[config.mk]
export PLATFORM = sky130hd
export DESIGN_NAME = tile_change_detector_unit
export DESIGN_NICKNAME = d
export VERILOG_FILES = /design/src/tcd_pkg.sv /design/src/tcd_queue.sv /design/src/tcd_front.sv /design/src/tcd_back.sv /design/src/tile_change_detector_unit.sv
export SDC_FILE = /design/constraint.sdc
export NUM_CORES = 1
export LEC_CHECK = 0
export ABC_AREA = 0
export BUFFER_PORTS_ARGS = -buffer_cell sky130_fd_sc_hd__buf_4
export CORE_ASPECT_RATIO = 0.5
export CORE_MARGIN = 2
export CORE_UTILIZATION = 65
export DETAILED_ROUTE_END_ITERATION = 10
export PLACE_DENSITY = 0.84
export SETUP_SLACK_MARGIN = 0.5
export SLEW_MARGIN = 10
export SYNTH_ARGS = -nofsm -noshare
export SYNTH_HDL_FRONTEND = slang
export SYNTH_SLANG_ARGS = --single-unit
[constraint.sdc]
create_clock -name clk -period 16.8 [get_ports clk]
set_clock_uncertainty 0.05 [all_clocks]
set_input_delay 4.2 -clock clk [delete_from_list [all_inputs] [get_ports clk]]
set_output_delay 4.2 -clock clk [all_outputs]
set_load 0.01 [all_outputs]
[src/tcd_pkg.sv]
package tcd_pkg;

  localparam int CFG_DIM_W   = 13;
  localparam int COLS_W      = 6;
  localparam int COORD_W     = 12;
  localparam int NUM_W       = 11;
  localparam int PIX_W       = 32;
  localparam int CFG_IDX_W   = 3;
  localparam int CFG_DATA_W  = 13;
  localparam int QUEUE_DEPTH = 4;

  localparam logic [NUM_W-1:0] COUNT_MAX = 11'd2047;

  typedef enum logic [CFG_IDX_W-1:0] {
    REG_FRAME_WIDTH = 3'd0,
    REG_TILE_WIDTH  = 3'd1,
    REG_TILE_HEIGHT = 3'd2,
    REG_TILE_COLS   = 3'd3,
    REG_TILE_ROWS   = 3'd4
  } cfg_reg_e;

  typedef enum logic {
    KIND_TILE  = 1'b0,
    KIND_TOTAL = 1'b1
  } result_kind_e;

  // effective geometry, zero sizes and limits already applied
  typedef struct packed {
    logic [CFG_DIM_W-1:0] frame_width;
    logic [CFG_DIM_W-1:0] tile_width;
    logic [CFG_DIM_W-1:0] tile_height;
    logic [COLS_W-1:0]    tile_cols;
    logic [COLS_W-1:0]    tile_rows;
  } tcd_cfg_t;

  // per tile row job, dirty flags travel next to it
  typedef struct packed {
    logic [COORD_W-1:0] tile_y;
    logic               total;
    logic               fresh;
  } job_info_t;

endpackage

[src/tcd_queue.sv]
module tcd_queue
  import tcd_pkg::*;
#(
  parameter int W = 32
) (
  input  logic         clk,
  input  logic         rst,
  input  logic         push,
  input  logic [W-1:0] push_data,
  output logic         full,
  input  logic         pop,
  output logic         not_empty,
  output logic [W-1:0] pop_data
);

  localparam int PTR_W = $clog2(QUEUE_DEPTH);
  localparam int CNT_W = $clog2(QUEUE_DEPTH + 1);

  logic [W-1:0]     entries [QUEUE_DEPTH];
  logic [PTR_W-1:0] wr_ptr;
  logic [PTR_W-1:0] rd_ptr;
  logic [CNT_W-1:0] fill;

  assign full      = (fill == CNT_W'(QUEUE_DEPTH));
  assign not_empty = (fill != '0);
  assign pop_data  = entries[rd_ptr];

  always_ff @(posedge clk) begin
    if (push) begin
      entries[wr_ptr] <= push_data;
    end
  end

  always_ff @(posedge clk) begin
    if (rst) begin
      wr_ptr <= '0;
      rd_ptr <= '0;
      fill   <= '0;
    end else begin
      if (push) begin
        wr_ptr <= wr_ptr + PTR_W'(1);
      end
      if (pop) begin
        rd_ptr <= rd_ptr + PTR_W'(1);
      end
      if (push && !pop) begin
        fill <= fill + CNT_W'(1);
      end else if (pop && !push) begin
        fill <= fill - CNT_W'(1);
      end
    end
  end

`ifndef SYNTHESIS
  a_no_overflow: assert property (@(posedge clk) disable iff (rst) !(push && full))
    else $error("queue written while full");
  a_no_underflow: assert property (@(posedge clk) disable iff (rst) !(pop && !not_empty))
    else $error("queue read while empty");
`endif

endmodule

[src/tcd_front.sv]
module tcd_front
  import tcd_pkg::*;
#(
  parameter int MAX_TILE_COLS = 32
) (
  input  logic                     clk,
  input  logic                     rst,
  input  tcd_cfg_t                 cfg,
  input  logic                     accept,
  input  logic [PIX_W-1:0]         current_pixel,
  input  logic [PIX_W-1:0]         previous_pixel,
  input  logic                     start_of_frame,
  output logic                     push,
  output logic [MAX_TILE_COLS-1:0] push_flags,
  output job_info_t                push_info
);

  logic [CFG_DIM_W-1:0]     pixel_column;
  logic [CFG_DIM_W-1:0]     column_in_tile;
  logic [CFG_DIM_W-1:0]     line_in_tile;
  logic [COLS_W-1:0]        tile_col_index;
  logic [COLS_W-1:0]        tile_row_index;
  logic [MAX_TILE_COLS-1:0] dirty_flags;
  logic                     fresh;

  logic [CFG_DIM_W-1:0]     pixel_column_next;
  logic [CFG_DIM_W-1:0]     column_in_tile_next;
  logic [CFG_DIM_W-1:0]     line_in_tile_next;
  logic [COLS_W-1:0]        tile_col_index_next;
  logic [COLS_W-1:0]        tile_row_index_next;
  logic [MAX_TILE_COLS-1:0] dirty_flags_next;
  logic                     fresh_next;

  // values after a start of frame clear
  logic [CFG_DIM_W-1:0]     pc_c;
  logic [CFG_DIM_W-1:0]     cit_c;
  logic [CFG_DIM_W-1:0]     lit_c;
  logic [COLS_W-1:0]        tci_c;
  logic [COLS_W-1:0]        tri_c;
  logic [MAX_TILE_COLS-1:0] flags_c;
  logic                     fresh_c;
  logic [MAX_TILE_COLS-1:0] flags_upd;
  logic                     col_ok;
  logic                     row_ok;
  logic [CFG_DIM_W:0]       pc_inc;
  logic [CFG_DIM_W:0]       cit_inc;
  logic [CFG_DIM_W:0]       lit_inc;
  logic [COLS_W:0]          tri_inc;
  logic                     row_end;
  logic [COLS_W+COORD_W-1:0] origin_prod;
  logic [MAX_TILE_COLS-1:0] col_mask;

  always_comb begin
    pc_c     = start_of_frame ? '0 : pixel_column;
    cit_c    = start_of_frame ? '0 : column_in_tile;
    lit_c    = start_of_frame ? '0 : line_in_tile;
    tci_c    = start_of_frame ? '0 : tile_col_index;
    tri_c    = start_of_frame ? '0 : tile_row_index;
    flags_c  = start_of_frame ? '0 : dirty_flags;
    fresh_c  = start_of_frame ? 1'b1 : fresh;

    row_ok  = (tri_c < cfg.tile_rows);
    col_ok  = (tci_c < cfg.tile_cols);
    pc_inc  = {1'b0, pc_c} + (CFG_DIM_W+1)'(1);
    cit_inc = {1'b0, cit_c} + (CFG_DIM_W+1)'(1);
    lit_inc = {1'b0, lit_c} + (CFG_DIM_W+1)'(1);
    tri_inc = {1'b0, tri_c} + (COLS_W+1)'(1);

    flags_upd = flags_c;
    if (row_ok && col_ok && (current_pixel != previous_pixel)) begin
      flags_upd = flags_c | (MAX_TILE_COLS'(1) << tci_c);
    end

    pixel_column_next   = pixel_column;
    column_in_tile_next = column_in_tile;
    line_in_tile_next   = line_in_tile;
    tile_col_index_next = tile_col_index;
    tile_row_index_next = tile_row_index;
    dirty_flags_next    = dirty_flags;
    fresh_next          = fresh;
    row_end             = 1'b0;

    if (accept) begin
      column_in_tile_next = cit_c;
      tile_col_index_next = tci_c;
      line_in_tile_next   = lit_c;
      tile_row_index_next = tri_c;
      dirty_flags_next    = flags_upd;
      fresh_next          = fresh_c;

      if (col_ok) begin
        if (cit_inc >= {1'b0, cfg.tile_width}) begin
          column_in_tile_next = '0;
          tile_col_index_next = tci_c + COLS_W'(1);
        end else begin
          column_in_tile_next = cit_inc[CFG_DIM_W-1:0];
        end
      end

      if (pc_inc < {1'b0, cfg.frame_width}) begin
        pixel_column_next = pc_inc[CFG_DIM_W-1:0];
      end else begin
        // end of line
        pixel_column_next   = '0;
        column_in_tile_next = '0;
        tile_col_index_next = '0;
        if (row_ok) begin
          if (lit_inc < {1'b0, cfg.tile_height}) begin
            line_in_tile_next = lit_inc[CFG_DIM_W-1:0];
          end else begin
            row_end             = 1'b1;
            line_in_tile_next   = '0;
            dirty_flags_next    = '0;
            tile_row_index_next = tri_inc[COLS_W-1:0];
            fresh_next          = 1'b0;
          end
        end
      end
    end
  end

  // origin line from the current tile height, wrapped to the coordinate width
  assign origin_prod = tri_c * cfg.tile_height[COORD_W-1:0];
  // only columns of the current grid are reported
  assign col_mask    = (MAX_TILE_COLS'(1) << cfg.tile_cols) - MAX_TILE_COLS'(1);

  assign push             = row_end;
  assign push_flags       = flags_upd & col_mask;
  assign push_info.tile_y = origin_prod[COORD_W-1:0];
  assign push_info.total  = (tri_inc >= {1'b0, cfg.tile_rows});
  assign push_info.fresh  = fresh_c;

  always_ff @(posedge clk) begin
    if (rst) begin
      pixel_column   <= '0;
      column_in_tile <= '0;
      line_in_tile   <= '0;
      tile_col_index <= '0;
      tile_row_index <= '0;
      dirty_flags    <= '0;
      fresh          <= 1'b1;
    end else begin
      pixel_column   <= pixel_column_next;
      column_in_tile <= column_in_tile_next;
      line_in_tile   <= line_in_tile_next;
      tile_col_index <= tile_col_index_next;
      tile_row_index <= tile_row_index_next;
      dirty_flags    <= dirty_flags_next;
      fresh          <= fresh_next;
    end
  end

endmodule

[src/tcd_back.sv]
module tcd_back
  import tcd_pkg::*;
#(
  parameter int MAX_TILE_COLS = 32
) (
  input  logic                     clk,
  input  logic                     rst,
  input  tcd_cfg_t                 cfg,
  input  logic                     job_valid,
  input  logic [MAX_TILE_COLS-1:0] job_flags,
  input  job_info_t                job_info,
  output logic                     job_pop,
  output logic                     result_valid,
  input  logic                     result_stall,
  output logic                     kind,
  output logic [COORD_W-1:0]       tile_x,
  output logic [COORD_W-1:0]       tile_y,
  output logic [NUM_W-1:0]         tile_number,
  output logic                     last
);

  localparam int PROD_W = COLS_W + COORD_W;

  logic                     busy;
  logic [MAX_TILE_COLS-1:0] flags;
  logic [COORD_W-1:0]       row_y;
  logic                     total;
  logic [NUM_W-1:0]         count;

  logic                     busy_next;
  logic [MAX_TILE_COLS-1:0] flags_next;
  logic [COORD_W-1:0]       row_y_next;
  logic                     total_next;
  logic [NUM_W-1:0]         count_next;
  logic                     result_valid_next;
  logic                     kind_next;
  logic [COORD_W-1:0]       tile_x_next;
  logic [COORD_W-1:0]       tile_y_next;
  logic [NUM_W-1:0]         tile_number_next;
  logic                     last_next;

  logic                     out_free;
  logic [COLS_W-1:0]        low_idx;
  logic [MAX_TILE_COLS-1:0] rest;
  logic [PROD_W-1:0]        prod;
  logic [NUM_W-1:0]         count_inc;

  // lowest dirty column
  always_comb begin
    low_idx = '0;
    for (int i = MAX_TILE_COLS - 1; i >= 0; i--) begin
      if (flags[i]) begin
        low_idx = COLS_W'(i);
      end
    end
  end

  assign rest      = flags & (flags - MAX_TILE_COLS'(1));
  assign prod      = low_idx * cfg.tile_width[COORD_W-1:0];
  assign count_inc = (count == COUNT_MAX) ? count : count + NUM_W'(1);
  assign out_free  = !result_valid || !result_stall;
  assign job_pop   = !busy && job_valid;

  always_comb begin
    busy_next         = busy;
    flags_next        = flags;
    row_y_next        = row_y;
    total_next        = total;
    count_next        = count;
    result_valid_next = result_valid && result_stall;
    kind_next         = kind;
    tile_x_next       = tile_x;
    tile_y_next       = tile_y;
    tile_number_next  = tile_number;
    last_next         = last;

    if (job_pop) begin
      flags_next = job_flags;
      row_y_next = job_info.tile_y;
      total_next = job_info.total;
      busy_next  = (job_flags != '0) || job_info.total;
      if (job_info.fresh) begin
        count_next = '0;
      end
    end else if (busy && out_free) begin
      result_valid_next = 1'b1;
      if (flags != '0) begin
        kind_next        = KIND_TILE;
        tile_x_next      = prod[COORD_W-1:0];
        tile_y_next      = row_y;
        tile_number_next = count;
        last_next        = (rest == '0) && !total;
        count_next       = count_inc;
        flags_next       = rest;
        busy_next        = (rest != '0) || total;
      end else begin
        kind_next        = KIND_TOTAL;
        tile_x_next      = '0;
        tile_y_next      = '0;
        tile_number_next = count;
        last_next        = 1'b1;
        busy_next        = 1'b0;
      end
    end
  end

  always_ff @(posedge clk) begin
    if (rst) begin
      busy         <= 1'b0;
      count        <= '0;
      result_valid <= 1'b0;
    end else begin
      busy         <= busy_next;
      count        <= count_next;
      result_valid <= result_valid_next;
    end
  end

  always_ff @(posedge clk) begin
    flags       <= flags_next;
    row_y       <= row_y_next;
    total       <= total_next;
    kind        <= kind_next;
    tile_x      <= tile_x_next;
    tile_y      <= tile_y_next;
    tile_number <= tile_number_next;
    last        <= last_next;
  end

`ifndef SYNTHESIS
  a_total_shape: assert property (@(posedge clk) disable iff (rst)
    (result_valid && kind == KIND_TOTAL) |-> (last && tile_x == '0 && tile_y == '0))
    else $error("total report malformed");
  a_no_pop_busy: assert property (@(posedge clk) disable iff (rst)
    busy |-> !job_pop)
    else $error("job taken while previous job still running");
`endif

endmodule

[src/tile_change_detector_unit.sv]
// tile change detector
// pixel channel: pixel_valid / pixel_stall carry one transaction per pixel pair
// (current_pixel, previous_pixel, start_of_frame) in raster order; start_of_frame
// clears the position, the dirty flags and the frame count before that pixel counts
// result channel: result_valid / result_stall carry dirty tile reports (kind 0,
// origin and running ordinal) and, after the last tile row, one total (kind 1);
// last marks the final result caused by the pixel that closed a tile row
// config channel: cfg_valid / cfg_ready with cfg_index and cfg_data, always ready;
// write only while the block is idle
// throughput: the front end takes one pixel per cycle; a closing tile row puts a
// job in a four entry queue, and the pixel input stalls only while it is full
// the back end loads a job from the queue only while idle, then reports each dirty tile
// in turn and the total; each result is held in a registered output stage
// result_stall holds the output register and, once the queue fills, the input
// reset (rst, synchronous) clears position, flags, count, queue and output valid,
// and loads the register defaults 1920 / 60 / 34 / 32 / 32
module tile_change_detector_unit
  import tcd_pkg::*;
#(
  parameter int MAX_TILE_COLS   = 32,
  parameter int MAX_FRAME_WIDTH = 4096
) (
  input  logic                  clk,
  input  logic                  rst,
  input  logic                  pixel_valid,
  output logic                  pixel_stall,
  input  logic [PIX_W-1:0]      current_pixel,
  input  logic [PIX_W-1:0]      previous_pixel,
  input  logic                  start_of_frame,
  output logic                  result_valid,
  input  logic                  result_stall,
  output logic                  kind,
  output logic [COORD_W-1:0]    tile_x,
  output logic [COORD_W-1:0]    tile_y,
  output logic [NUM_W-1:0]      tile_number,
  output logic                  last,
  input  logic                  cfg_valid,
  output logic                  cfg_ready,
  input  logic [CFG_IDX_W-1:0]  cfg_index,
  input  logic [CFG_DATA_W-1:0] cfg_data
);

  localparam int JOB_W = MAX_TILE_COLS + $bits(job_info_t);

  // configuration registers as written
  logic [CFG_DIM_W-1:0] frame_width;
  logic [CFG_DIM_W-1:0] tile_width;
  logic [CFG_DIM_W-1:0] tile_height;
  logic [COLS_W-1:0]    tile_cols;
  logic [COLS_W-1:0]    tile_rows;

  tcd_cfg_t             cfg_eff;
  logic [CFG_DIM_W-1:0] fw_min1;

  logic                     accept;
  logic                     push;
  logic [MAX_TILE_COLS-1:0] push_flags;
  job_info_t                push_info;
  logic                     q_full;
  logic                     q_valid;
  logic                     q_pop;
  logic [JOB_W-1:0]         q_data;
  logic [MAX_TILE_COLS-1:0] job_flags;
  job_info_t                job_info;

  assign cfg_ready = 1'b1;

  always_ff @(posedge clk) begin
    if (rst) begin
      frame_width <= CFG_DIM_W'(1920);
      tile_width  <= CFG_DIM_W'(60);
      tile_height <= CFG_DIM_W'(34);
      tile_cols   <= COLS_W'(32);
      tile_rows   <= COLS_W'(32);
    end else if (cfg_valid && cfg_ready) begin
      unique case (cfg_index)
        REG_FRAME_WIDTH: frame_width <= cfg_data;
        REG_TILE_WIDTH:  tile_width  <= cfg_data;
        REG_TILE_HEIGHT: tile_height <= cfg_data;
        REG_TILE_COLS:   tile_cols   <= cfg_data[COLS_W-1:0];
        REG_TILE_ROWS:   tile_rows   <= cfg_data[COLS_W-1:0];
        default: ;  // unused indexes are ignored
      endcase
    end
  end

  // zero sizes act as one, wide frames and column counts are clamped
  always_comb begin
    fw_min1 = (frame_width == '0) ? CFG_DIM_W'(1) : frame_width;
    cfg_eff.frame_width = (32'(fw_min1) > MAX_FRAME_WIDTH) ?
                          CFG_DIM_W'(MAX_FRAME_WIDTH) : fw_min1;
    cfg_eff.tile_width  = (tile_width == '0) ? CFG_DIM_W'(1) : tile_width;
    cfg_eff.tile_height = (tile_height == '0) ? CFG_DIM_W'(1) : tile_height;
    cfg_eff.tile_cols   = (32'(tile_cols) > MAX_TILE_COLS) ?
                          COLS_W'(MAX_TILE_COLS) : tile_cols;
    cfg_eff.tile_rows   = tile_rows;
  end

  // input waits only when the job queue has no room
  assign pixel_stall = q_full;
  assign accept      = pixel_valid && !pixel_stall;

  tcd_front #(
    .MAX_TILE_COLS(MAX_TILE_COLS)
  ) u_front (
    .clk           (clk),
    .rst           (rst),
    .cfg           (cfg_eff),
    .accept        (accept),
    .current_pixel (current_pixel),
    .previous_pixel(previous_pixel),
    .start_of_frame(start_of_frame),
    .push          (push),
    .push_flags    (push_flags),
    .push_info     (push_info)
  );

  tcd_queue #(
    .W(JOB_W)
  ) u_queue (
    .clk      (clk),
    .rst      (rst),
    .push     (push),
    .push_data({push_flags, push_info}),
    .full     (q_full),
    .pop      (q_pop),
    .not_empty(q_valid),
    .pop_data (q_data)
  );

  assign job_flags = q_data[JOB_W-1 -: MAX_TILE_COLS];
  assign job_info  = q_data[$bits(job_info_t)-1:0];

  tcd_back #(
    .MAX_TILE_COLS(MAX_TILE_COLS)
  ) u_back (
    .clk         (clk),
    .rst         (rst),
    .cfg         (cfg_eff),
    .job_valid   (q_valid),
    .job_flags   (job_flags),
    .job_info    (job_info),
    .job_pop     (q_pop),
    .result_valid(result_valid),
    .result_stall(result_stall),
    .kind        (kind),
    .tile_x      (tile_x),
    .tile_y      (tile_y),
    .tile_number (tile_number),
    .last        (last)
  );

`ifndef SYNTHESIS
  a_stall_when_full: assert property (@(posedge clk) disable iff (rst)
    q_full |-> pixel_stall)
    else $error("pixel taken with job queue full");
`endif

endmodule
* Word-level counts from Yosys, hierarchy flattened
Memory sizes are Yosys's and may differ from the RTL's. A register that Yosys moved wholly into a read port is not among the register bits. Index checks and enable logic that the tools add are counted. W data, S select, Z words.
Cells by class: $add $sub $neg 12, multiply operators 2, order comparisons 8, equal/unequal tests 9, shift operators 2, mux-type cells 88, bitwise gates (word level) 4, reductions and logical operators 39
Operator list (count):
- $mux W32 | 8
- $mux W13 | 14
- $mux W5 | 32
- $reduce_bool A32 Y1 | 3
- $and A32 B32 Y32 | 2
- $shl A1 B6 Y32 const A | 2
- $mux W11 | 5
- $mux W6 | 9
- $add A13 B1 Y14 const B | 3
- $logic_not A13 Y1 | 3
- $logic_not A32 Y1 | 1
- $ne A32 B32 Y1 | 1
- $or A32 B32 Y32 | 1
- $sub A32 B1 Y32 const B | 1
- $sub A32 B2 Y32 const B | 1
- $lt A14 B13 Y1 | 2
- $mux W1 | 16
- $ge A14 B13 Y1 | 1
- $reduce_and A2 Y1 | 7
- $gt A13 B13 Y1 const B | 1
- $lt A6 B6 Y1 | 2
- $mul A5 B12 Y12 | 1
- $mul A6 B12 Y12 | 1
- $add A11 B1 Y11 const B | 1
- other kinds (22) | 46
Storage, ports and cells: flip-flop bits (word level) 237, memory bits (writable) 184, input bits 86, output and inout port bits 40, word-level logic and storage cells 191, memories 1
Memories:
- u_queue.entries | depth 4, bits a word 46, read ports 1, clocked after Yosys merged registers in 1, wr ports 1, RTL line tcd_queue.sv:19 | logic [W-1:0] entries [QUEUE_DEPTH];

* Longest topological paths before layout
Gate-level depths: netlist of the first run.
depth in word-level cells 33, mapped depth 25, mapped depth without buffers 21

* Cells and area by module
Synthesis of the first run repeated with hierarchy kept, for this count alone.
Second synthesis, totals: cell total of the unflattened synthesis 2220, area, all modules 23555.1 sq um
Modules (own cells, without submodules):
- tcd_front | instances 1, cells each 1082, area an instance 8378.0 sq um, seq. area each 1681.6 sq um
- tcd_queue | instances 1, cells each 284, area an instance 7130.6 sq um, seq. area each 5705.5 sq um
- tcd_back | instances 1, cells each 579, area an instance 5888.1 sq um, seq. area each 2722.6 sq um
- tile_change_detector_unit | instances 1, cells each 275, area an instance 2158.3 sq um, seq. area each 1021.0 sq um

* Least setup slack after synthesis of the first run
Ideal clock, no wire load.
path type input to register, start input start_of_frame, end memory u_queue.entries[0][0] (netlist bit), enable pin, setup time 0.408 ns, data arrival time 8.837 ns, data required time 16.342 ns, setup slack 7.505 ns, stages 20, buffers on the path 5, cell sequence buf_2 > buf_1 > clkbuf_1 > clkbuf_1 > nor2b_1 > ha_1 > nand3_1 > nor3_1 > nand3_1 > or3_1 > a21oi_1 > ha_1 > a21o_1 > a21o_1 > a41oi_1 > nand3_1 > o21ai_1 > nor4_1 > clkbuf_1 > and2_1
Between the ends: cells in the longest elaborated chain, start to end 9, elaborated cells between the ends (all ways) 14, those cells by class 2 x add/sub; 3 x order compare; 9 x mux
Ends and longest elaborated chain:
- start, declared | RTL line tile_change_detector_unit.sv:29 | input logic start_of_frame,
- $mux W13 | RTL line tcd_front.sv:56 | lit_c = start_of_frame ? '0 : line_in_tile;
- $add A13 B1 Y14 | RTL line tcd_front.sv:66 | lit_inc = {1'b0, lit_c} + (CFG_DIM_W+1)'(1);
- $lt A14 B13 Y1 | RTL line tcd_front.sv:108 | if (lit_inc < {1'b0, cfg.tile_height}) begin
- $mux W1 | RTL line tcd_front.sv:108
- $mux W1 | RTL line tcd_front.sv:107 | if (row_ok) begin
- $mux W1 (*) | RTL line tcd_front.sv:100 | if (pc_inc < {1'b0, cfg.frame_width}) begin
- $mux W1 (*) | RTL line tcd_front.sv:83 | if (accept) begin
- named net push | RTL line tile_change_detector_unit.sv:56 | logic push;
- $mux W1 (*) | RTL line tcd_queue.sv:29 | if (push) begin
- $mux W1 (implied by the code) (*) | RTL line tcd_queue.sv:30 | entries[wr_ptr] <= push_data;
- end, declared | RTL line tcd_queue.sv:19
Mark *: on every way through the listed nets, which the timed path passes. The rest lies on a longest branch.

* Worst setup path after layout of the first run
start input start_of_frame, end register u_queue.fill[2]
Between the ends: cells in the longest elaborated chain, start to end 10, elaborated cells between the ends (all ways) 17, those cells by class 2 x add/sub; 3 x order compare; 8 x mux; 4 x reduce/logical
Ends and longest elaborated chain:
- $mux W13 | RTL line tcd_front.sv:56
- $add A13 B1 Y14 | RTL line tcd_front.sv:66
- $lt A14 B13 Y1 | RTL line tcd_front.sv:108
- $mux W1 | RTL line tcd_front.sv:108
- $mux W1 | RTL line tcd_front.sv:107
- $mux W1 (*) | RTL line tcd_front.sv:100
- $mux W1 (*) | RTL line tcd_front.sv:83
- $logic_not A1 Y1 | RTL line tcd_queue.sv:48 | end else if (pop && !push) begin
- $logic_and A1 B1 Y1 | RTL line tcd_queue.sv:48
- $reduce_bool A2 Y1 (no source line)
- end signal, assigned | RTL line tcd_queue.sv:47 | fill <= fill + CNT_W'(1);
- end signal, assigned | RTL line tcd_queue.sv:49 | fill <= fill - CNT_W'(1);
- end, declared | RTL line tcd_queue.sv:22 | logic [CNT_W-1:0] fill;
Every way passes the cells marked *; elsewhere a longest branch is shown, timed or not. A chain may end at the register's enable or synchronous reset.

==> results of run 1 <==
==> worst max-delay path, delay by kind of cell <==
family | cells | cell delay, ns
xor+xnor | 1 | 0.20
fa+ha+maj | 4 | 1.15
compound gates | 6 | 0.84
buf+inv | 3 | 0.46
simple gates | 8 | 2.97
==> cell families after synthesis <==
logic type / share of synthesized area
compound gates: 0.116
xor+xnor: 0.0419
fa+ha+maj: 0.101
buf+inv: 0.0411
flops: 0.482
mux: 0.0515
other cells: 0.000162
simple gates: 0.166
==> registers in the layout, indices dropped and copies added, names as in the netlist, 3 cells and up, named ones only <==
register	count
u_front.line_in_tile	13
u_back.tile_y	12
u_back.tile_number	11
u_queue.fill	3
frame_width	13
u_front.tile_col_index	6
u_back.count	11
u_queue.entries	184
tile_rows	6
u_front.tile_row_index	6
u_front.column_in_tile	13
u_front.pixel_column	13
u_front.dirty_flags	32
u_back.row_y	12
u_back.tile_x	12
tile_height	13
tile_cols	6
tile_width	13
u_back.flags	32
==> per-stage QoR <==
step	hold WS, ns	utilization	setup slack (ns)	cells	power [mW]
final	0.415	0.738	7.36	2790	3.15
after detailed placement	0.397	0.699	7.08	2722	2.18
after global routing	0.430	0.738	6.99	2790	3.27
after floorplan	0.376	-	7.50	2228	1.92
after CTS	0.413	0.738	7.46	2790	3.14
after global placement	0.387	0.699	7.18	2722	2.14
==> layout make-up <==
type / instances / area share
clock buffers: 51 / 0.0414
multi-input cells: 1558 / 0.430
well taps: 475 / 0.0232
flip-flops and latches: 423 / 0.435
repair buffers: 142 / 0.0416
inverters: 124 / 0.0182
clock inverters: 17 / 0.0107
==> worst max-delay path by stage <==
stage	slack, ns	start	depth (start not counted)	to
floorplan	7.50	start_of_frame	20	u_queue.entries[0][0]
global placement	7.18	start_of_frame	18	u_queue.entries[1][25]
detailed placement	7.08	start_of_frame	18	u_queue.entries[1][30]
CTS	7.46	start_of_frame	22	u_queue.fill[2]
global route	6.99	start_of_frame	22	u_queue.fill[2]
finish	7.36	start_of_frame	22	u_queue.fill[2]
==> layer usage <==
layer,up-vias,GRT usage
li1,8078,-
met1,8617,0.426
met2,1150,0.517
met3,201,0.0638
met4,0,0.124
met5,-,0
==> where the power goes <==
group	total [mW]	switching, mW	internal (mW)
Sequential	1.41	0.135	1.27
Combinational	0.793	0.484	0.308
Clock	0.946	0.392	0.553
Total	3.15	1.01	2.13
==> cell usage in the layout, fill, tap and decap left out, types with 8 or more instances in the layout <==
| cell | netlist | final |
|---|---|---|
| a211o_1 | 10 | 10 |
| a21o_1 | 19 | 19 |
| a21oi_1 | 130 | 130 |
| a22o_1 | 10 | 10 |
| a31oi_1 | 18 | 18 |
| a32oi_1 | 34 | 34 |
| and2_1 | 67 | 62 |
| and3_1 | 12 | 12 |
| buf_4 | 2 | 142 |
| clkbuf_1 | 98 | 8 |
| clkbuf_16 | 0 | 39 |
| dfxtp_1 | 157 | 155 |
| edfxtp_1 | 266 | 266 |
| fa_1 | 53 | 53 |
| ha_1 | 99 | 99 |
| inv_1 | 121 | 121 |
| mux2i_1 | 13 | 13 |
| mux4_2 | 46 | 46 |
| nand2_1 | 326 | 326 |
| nand2b_1 | 12 | 12 |
| nand3_1 | 59 | 59 |
| nand4_1 | 20 | 20 |
| nor2_1 | 163 | 162 |
| nor2b_1 | 32 | 32 |
| nor3_1 | 25 | 25 |
| nor4_1 | 41 | 40 |
| o211ai_1 | 10 | 10 |
| o21ai_0 | 108 | 108 |
| o21bai_1 | 8 | 8 |
| o31ai_1 | 15 | 15 |
| or2_2 | 8 | 8 |
| or3_1 | 14 | 14 |
| xnor2_1 | 38 | 38 |
| xor2_1 | 68 | 68 |
==> flow_summary.toml, run 1 <==
[run_status]
outcome = "finished, final reports clean"

[setup_path]
worstPathRequired_ns = 17.21
slowest_stage = "nor4_2"
worstReg2RegStart = "u_back.flags[0]"
crit_fanout = 58
rrSetupSlack_ns = 10.26
critPathArrivalTime_ns = 9.85
path_cells = "buf_4 > nand2b_1 > inv_1 > ha_1 > nand3_1 > nor3_1 > nand3_1 > or3_1 > a21oi_1 > ha_1 > a21o_1 > a21o_1 > a41oi_1 > nand3_1 > o21ai_1 > nor4_2 > ha_1 > inv_1 > fa_1 > xor2_1 > or3_1 > a21oi_1"
path_class = "in -> reg"
crit_path_max_incr_delay_ns = 1.05
critPathLaunchType = "primary input"
timing.rr.end = "u_back.tile_x[11]"
r2r_cells = 17
cp-end-kind = "register"

[routing]
drt-initial-drc-count = 2294
vias = 18000
routed_wl_um = 58800
wl_met1_um = 23000
via_per_inst = 6.47
routedWlPerCell_um = 21.1
dr_wl_met3_um = 6360
first_pass_iters = 6
drcViolationCount = 0
top_layer = "met4"
ant_nets = 0
dr_wl_met2_um = 27300

[synth]
yosysMostFrequentCell = "nand2_1"
ys_top_cells_by_area = "edfxtp_1, dfxtp_1, ha_1"
synth.distinct_cells = 79
netlist_area_mm2 = 0.0231
postSynthAreaPerCell_um2 = 10.4
yosys.area.top_type_share = 0.346
postSynthNetCount = 2466
async_reset_ff_frac = 0
synthCells = 2228
ys.flop_type = "edfxtp_1"
synth_edf_count = 266
yosys.area.top_type = "edfxtp_1"
ys_seq_elements = 423
ys_seq_area_frac = 0.482
synth_common_cells = "nand2_1, edfxtp_1, nor2_1, dfxtp_1, a21oi_1"
ys_warn_count = 0

[cells_and_area]
seqCellArea_mm2 = 0.0111
multi_input_area_mm2 = 0.0110
drive_gt1_frac = 0.121
antenna_cells = 0
layout.nets = 2524
fillerInstances = 2343
area_delta_synth_final_pct = 11.0
final_area_mm2 = 0.0256

[sta]
setup_viol = 0
final.period_utilization = 0.562
hold_violations = 0
slew_headroom = 0.152
max_freq_mhz = 106
rsz0062_at_grt = "no"
slew_viol_final = 0
fin_tns_setup_ns = 0
post-route-min-period_ns = 9.44
worst_pin_slew_ns = 1.26

[clocking]
cts_num_sinks = 423
cts_resized = 0
clockBufferDepth = 3
cts_hold_buf = 0
cts_tree = "done"
path_clk_slew_ns = 0.07
h-tree-depth = 2
clock_latency_ns = 0.56
cts_made_buffers = 37
post_cts_buffers = 0
root_buffer = "clkbuf_16"

[place]
io_buffers = 124
placed_cell_area_mm2 = 0.0243
dp_hpwl_um = 39500
place_congestion = 0.934

[power]
powerDensity_mw_per_mm2 = 123
p_leak_nw = 9.84
worst_ir_drop_vdd_uv = 95.5

[floorplanning]
die_h_um = 137
die_w_um = 270
coreArea_mm2 = 0.0347
ioPinCount = 126
initial_core_util = 0.665
num_rows = 48
die-area_mm2 = 0.0371

[hold_path]
min_to = "u_front.dirty_flags[21]"
hold_class = "reg -> reg"
hold_path_depth = 2
hp-start = "u_front.dirty_flags[21]"

[global_route]
antenna_found_initial = 2
gr-total-overflow = 0
grt_usage = 0.317
grt_pass1_wl_um = 91900
grt_max_degree = 67
grt_pass1_vias = 17100

[run]
drv_cap = 0
No activity file was read; power rests on OpenSTA's default activity.
==> inputs of run 2 (changes only) <==
CORE_UTILIZATION = 56   (was 65)
PLACE_DENSITY = 0.77   (was 0.84)
clock period = 8.3 ns   (was 16.8 ns; I/O delays follow)
==> flow_summary.toml, run 2 (synthesis gave the netlist of run 1 again) <==
[routing]
drt-initial-drc-count = 2016
ant_nets = 0
routed_wl_um = 56900
via_per_inst = 6.11
vias = 17500
routedWlPerCell_um = 19.9
drcViolationCount = 0
first_pass_iters = 7

[cells_and_area]
final_common_cell = "nand2_1"
layout.nets = 2530
largestRegisters = "u_queue.entries: 184 flops, u_back.flags: 32 flops, u_front.dirty_flags: 32 flops"
drive_gt1_frac = 0.127
area_delta_synth_final_pct = 11.7
largest_reg_flops = 184
finish.utilization = 0.636
antenna_cells = 0
top_register = "u_queue.entries"
final_area_mm2 = 0.0258
layout_common_cells = "nand2_1, edfxtp_1, nor2_1"

[floorplanning]
ioPinCount = 126
die_h_um = 148
initial_core_util = 0.569
die_w_um = 291
die-area_mm2 = 0.0429
num_rows = 52
coreArea_mm2 = 0.0405

[power]
switchingPower_mw = 2.01
power.total_mw = 6.34
clkPwrFrac = 0.305
sw_frac_of_total = 0.317
cell_internal_pwr_mw = 4.33
p_leak_nw = 9.88
pwr-share-comb = 0.245
pwr-share-seq = 0.450
powerDensity_mw_per_mm2 = 246
worst_ir_drop_vdd_uv = 166

[hold_path]
hold_class = "reg -> reg"
hp-start = "u_front.dirty_flags[28]"

[setup_path]
worstPathRequired_ns = 8.54
startpoint = "start_of_frame"
cp-end-kind = "register"
crit_top_cell = "a21oi_1"
path_cells = "buf_4 > inv_1 > nand2_1 > clkinv_1 > ha_1 > a21o_1 > a21oi_1 > o21ai_1 > or3_1 > nor3_2 > a32oi_1 > a21oi_1"
critPathArrivalTime_ns = 6.85
crit_fanout = 58
crit_path_max_incr_delay_ns = 0.90
critPathLaunchType = "primary input"
path_class = "in -> reg"
slowest_stage = "nor3_2"
worstReg2RegStart = "u_back.flags[0]"

[global_route]
globalRouteMet2Util = 0.429
antenna_found_initial = 2
grt_pass1_wl_um = 90200
busiest_layer = "met2"
gr-total-overflow = 0
met3_usage = 0.0459
grt_usage = 0.265
use_met1 = 0.369
grt_pass1_vias = 16700
grt_max_degree = 59

[clocking]
post_cts_buffers = 0
cts_tree = "done"
cts_hold_buf = 0
clock_latency_ns = 0.54
cts_made_buffers = 39
clockBufferDepth = 3
cts_num_sinks = 423
h-tree-depth = 2
cts_resized = 0
path_clk_slew_ns = 0.07
root_buffer = "clkbuf_16"

[sta]
post-route-min-period_ns = 6.61
worst_pin_slew_ns = 1.21
final.period_utilization = 0.797
fin_tns_setup_ns = 0
setup_viol = 0
slew_headroom = 0.193
rsz0062_at_grt = "no"
hold_violations = 0
hold_ws_ns = 0.409
max_freq_mhz = 151
slew_viol_final = 0

[place]
dp_hpwl_um = 39400
place_congestion = 0.960
io_buffers = 124
placed_cell_area_mm2 = 0.0244

[run_status]
outcome = "finished, final reports clean"

[run]
drv_cap = 0
## run 2: changes by cell type in the layout (fill, tap and decap cells not counted), moves of 2 or more
cell       before  now
clkbuf_16      39   41
clkbuf_8        4    7
clkbuf_1        8    2
clkinv_2        2    5
clkinv_4        1    4
clkinv_1        4    2
buf_4         142  146
bufinv_16       7    5
## run 2: power by group through the flow
stage | clock network, mW | registers, mW | logic, mW
floorplan | 0 | 2.75 | 1.14
global placement | 0 | 2.88 | 1.49
detailed placement | 0 | 2.89 | 1.52
CTS | 1.96 | 2.84 | 1.54
global route | 2.04 | 2.89 | 1.68
finish | 1.93 | 2.85 | 1.55
## run 2: worst max-delay path: cells and delay by family
family,cells,cell delay [ns]
compound gates,5,1.33
buf+inv,3,1.25
fa+ha+maj,1,0.31
simple gates,3,1.85
## run 2: worst paths after layout
| kind | end | slack (ns) | cells past startpoint |
|---|---|---|---|
| setup / recovery | u_queue.entries[0][28] | 1.69 | 12 |
| hold / removal | u_front.dirty_flags[28] | 0.41 | 2 |
| setup reg to reg | u_back.tile_x[10] | 1.99 | 17 |
| hold reg to reg | u_front.dirty_flags[28] | 0.41 | 2 |
## run 2: area by class of cell
cell class | instances | area, um^2
fillers | 3042 | 14800
clock inverters | 21 | 264
well taps | 540 | 676
inverters | 124 | 465
flip-flops and latches | 423 | 11100
clock buffers | 50 | 1130
multi-input cells | 1558 | 11000
repair buffers | 146 | 1100
## run 2: metrics by stage
stage	cells	setup WS, ns
floorplan	2228	1.13
global placement	2791	1.41
detailed placement	2791	1.28
CTS	2862	1.82
global route	2862	1.23
finish	2862	1.69
## run 2: layer usage
metal  wire length (um)  part of all wire
met5                  0                 0
met4               1410             0.025
met3               4380             0.077
met2              26500              0.47
met1              24600              0.43
==> inputs of run 3 (changes only) <==
CORE_UTILIZATION = 62   (was 56)
PLACE_DENSITY = 0.81   (was 0.77)
clock period = 6.45 ns   (was 8.3 ns; I/O delays follow)
==> flow_summary.toml, run 3 (synthesis gave the netlist of run 1 again) <==
[cells_and_area]
layout.nets = 2548
final_common_cell = "nand2_1"
layout_common_cells = "nand2_1, edfxtp_1, buf_4"
area_delta_synth_final_pct = 12.0
largestRegisters = "u_queue.entries: 184 flops, u_back.flags: 32 flops, u_front.dirty_flags: 32 flops"
largest_reg_flops = 184
top_register = "u_queue.entries"
drive_gt1_frac = 0.133
final_area_mm2 = 0.0259
antenna_cells = 0

[routing]
via_per_inst = 6.21
ant_nets = 0
first_pass_iters = 6
drcViolationCount = 0
routed_wl_um = 56600
vias = 17500
drt-initial-drc-count = 1887
routedWlPerCell_um = 20.0

[sta]
post-route-min-period_ns = 5.60
setup_viol = 0
hold_violations = 0
fin_tns_setup_ns = 0
worst_pin_slew_ns = 1.18
final.period_utilization = 0.868
max_freq_mhz = 179
slew_headroom = 0.211
rsz0062_at_grt = "no"
slew_viol_final = 0

[place]
io_buffers = 124
dp_hpwl_um = 39100
place_congestion = 0.944
placed_cell_area_mm2 = 0.0245

[floorplanning]
initial_core_util = 0.636
ioPinCount = 126
die_w_um = 277
die-area_mm2 = 0.0389
die_h_um = 140
coreArea_mm2 = 0.0363
num_rows = 49

[clocking]
cts_made_buffers = 38
h-tree-depth = 2
clock_latency_ns = 0.55
cts_tree = "done"
path_clk_slew_ns = 0.07
post_cts_buffers = 0
cts_num_sinks = 423
clockBufferDepth = 3
root_buffer = "clkbuf_16"

[setup_path]
critPathLaunchType = "register"
crit_path_max_incr_delay_ns = 0.67
worstPathRequired_ns = 6.69
crit_fanout = 9
path_class = "reg -> reg"
cp-end-kind = "register"
critPathArrivalTime_ns = 5.84
crit_buf_inv = 1
path_cells = "nor4_2 > o211ai_1 > a311oi_4 > nand2_1 > fa_1 > fa_1 > fa_1 > inv_1 > ha_1 > a21oi_1 > o21ai_0 > o21ai_0 > nand2b_1 > a21oi_1 > o21ai_0 > xnor2_1 > nor2_1"
path_delay_family = "adder cells"
slowest_stage = "a311oi_4"

[power]
p_leak_nw = 9.97
powerDensity_mw_per_mm2 = 316
worst_ir_drop_vdd_uv = 255

[run]
drv_cap = 0

[global_route]
grt_max_degree = 58
antenna_found_initial = 0
grt_pass1_wl_um = 90400
grt_pass1_vias = 16900
grt_usage = 0.293
gr-total-overflow = 0

[run_status]
outcome = "finished, final reports clean"

[hold_path]
hold_class = "reg -> reg"
run 3: cell types whose count changed in the layout (fill, tap and decap cells not counted), sizes merged:
cell	change
bufinv	+2
clkinv	-4
clkbuf	-1
buf	+19
run 3: metal layers:
| layer | vias to the layer above | track usage | part of all wire |
|---|---|---|---|
| li1 | 8134 | - | - |
| met1 | 8397 | 0.402 | 0.42 |
| met2 | 866 | 0.464 | 0.45 |
| met3 | 134 | 0.0727 | 0.10 |
| met4 | 0 | 0.0961 | 0.029 |
| met5 | - | 0 | 0 |
run 3: final timing paths:
check                                              from                      end  slack, ns  depth (start not counted)
worst max-delay path                   u_back.flags[18]        u_back.tile_x[11]       0.85                         17
worst max register to register         u_back.flags[18]        u_back.tile_x[11]       0.85                         17
worst min-delay path            u_front.dirty_flags[21]  u_front.dirty_flags[21]       0.41                          2
worst min register to register  u_front.dirty_flags[21]  u_front.dirty_flags[21]       0.41                          2
run 3: metrics by stage:
step / hold WS (ns) / std cells / setup slack, ns / util / total power [mW]
after floorplan: 0.376 / 2228 / 0.511 / - / 5.01
after global placement: 0.384 / 2754 / 0.566 / 0.675 / 5.65
after detailed placement: 0.393 / 2754 / 0.514 / 0.675 / 5.70
after CTS: 0.401 / 2822 / 0.777 / 0.711 / 8.15
after global routing: 0.428 / 2822 / 0.528 / 0.712 / 8.56
final: 0.408 / 2822 / 0.851 / 0.712 / 8.17
run 3: tightest hold or removal path, stage by stage (launching register included):
cell,delay [ns]
dfxtp_1,0.31
nand2_1,0.05
o21ai_1,0.05
run 3: final cells by class:
class / count / area [um^2]
Tap cell: 484 / 606
Clock inverter: 19 / 295
Fill cell: 2512 / 10400
Multi-Input combinational cell: 1558 / 11100
Timing Repair Buffer: 165 / 1250
Inverter: 124 / 465
Sequential cell: 423 / 11100
Clock buffer: 49 / 1030
run 3: power by group:
group          total (mW)  leakage (nW)  internal (mW)  switching [mW]
registers            3.67          3.87           3.31           0.355
clock network        2.45         0.634           1.43            1.02
logic                2.05          5.46          0.829            1.22
total                8.17          9.97           5.57            2.60
run 3: what timing repair did:
| action | in CTS | in global routing |
|---|---|---|
| gates resized for setup | 0 | 4 |
| hold endpoints to repair | 0 | 0 |
| setup endpoints to repair | 0 | 2 |
| hold buffers | 0 | 0 |
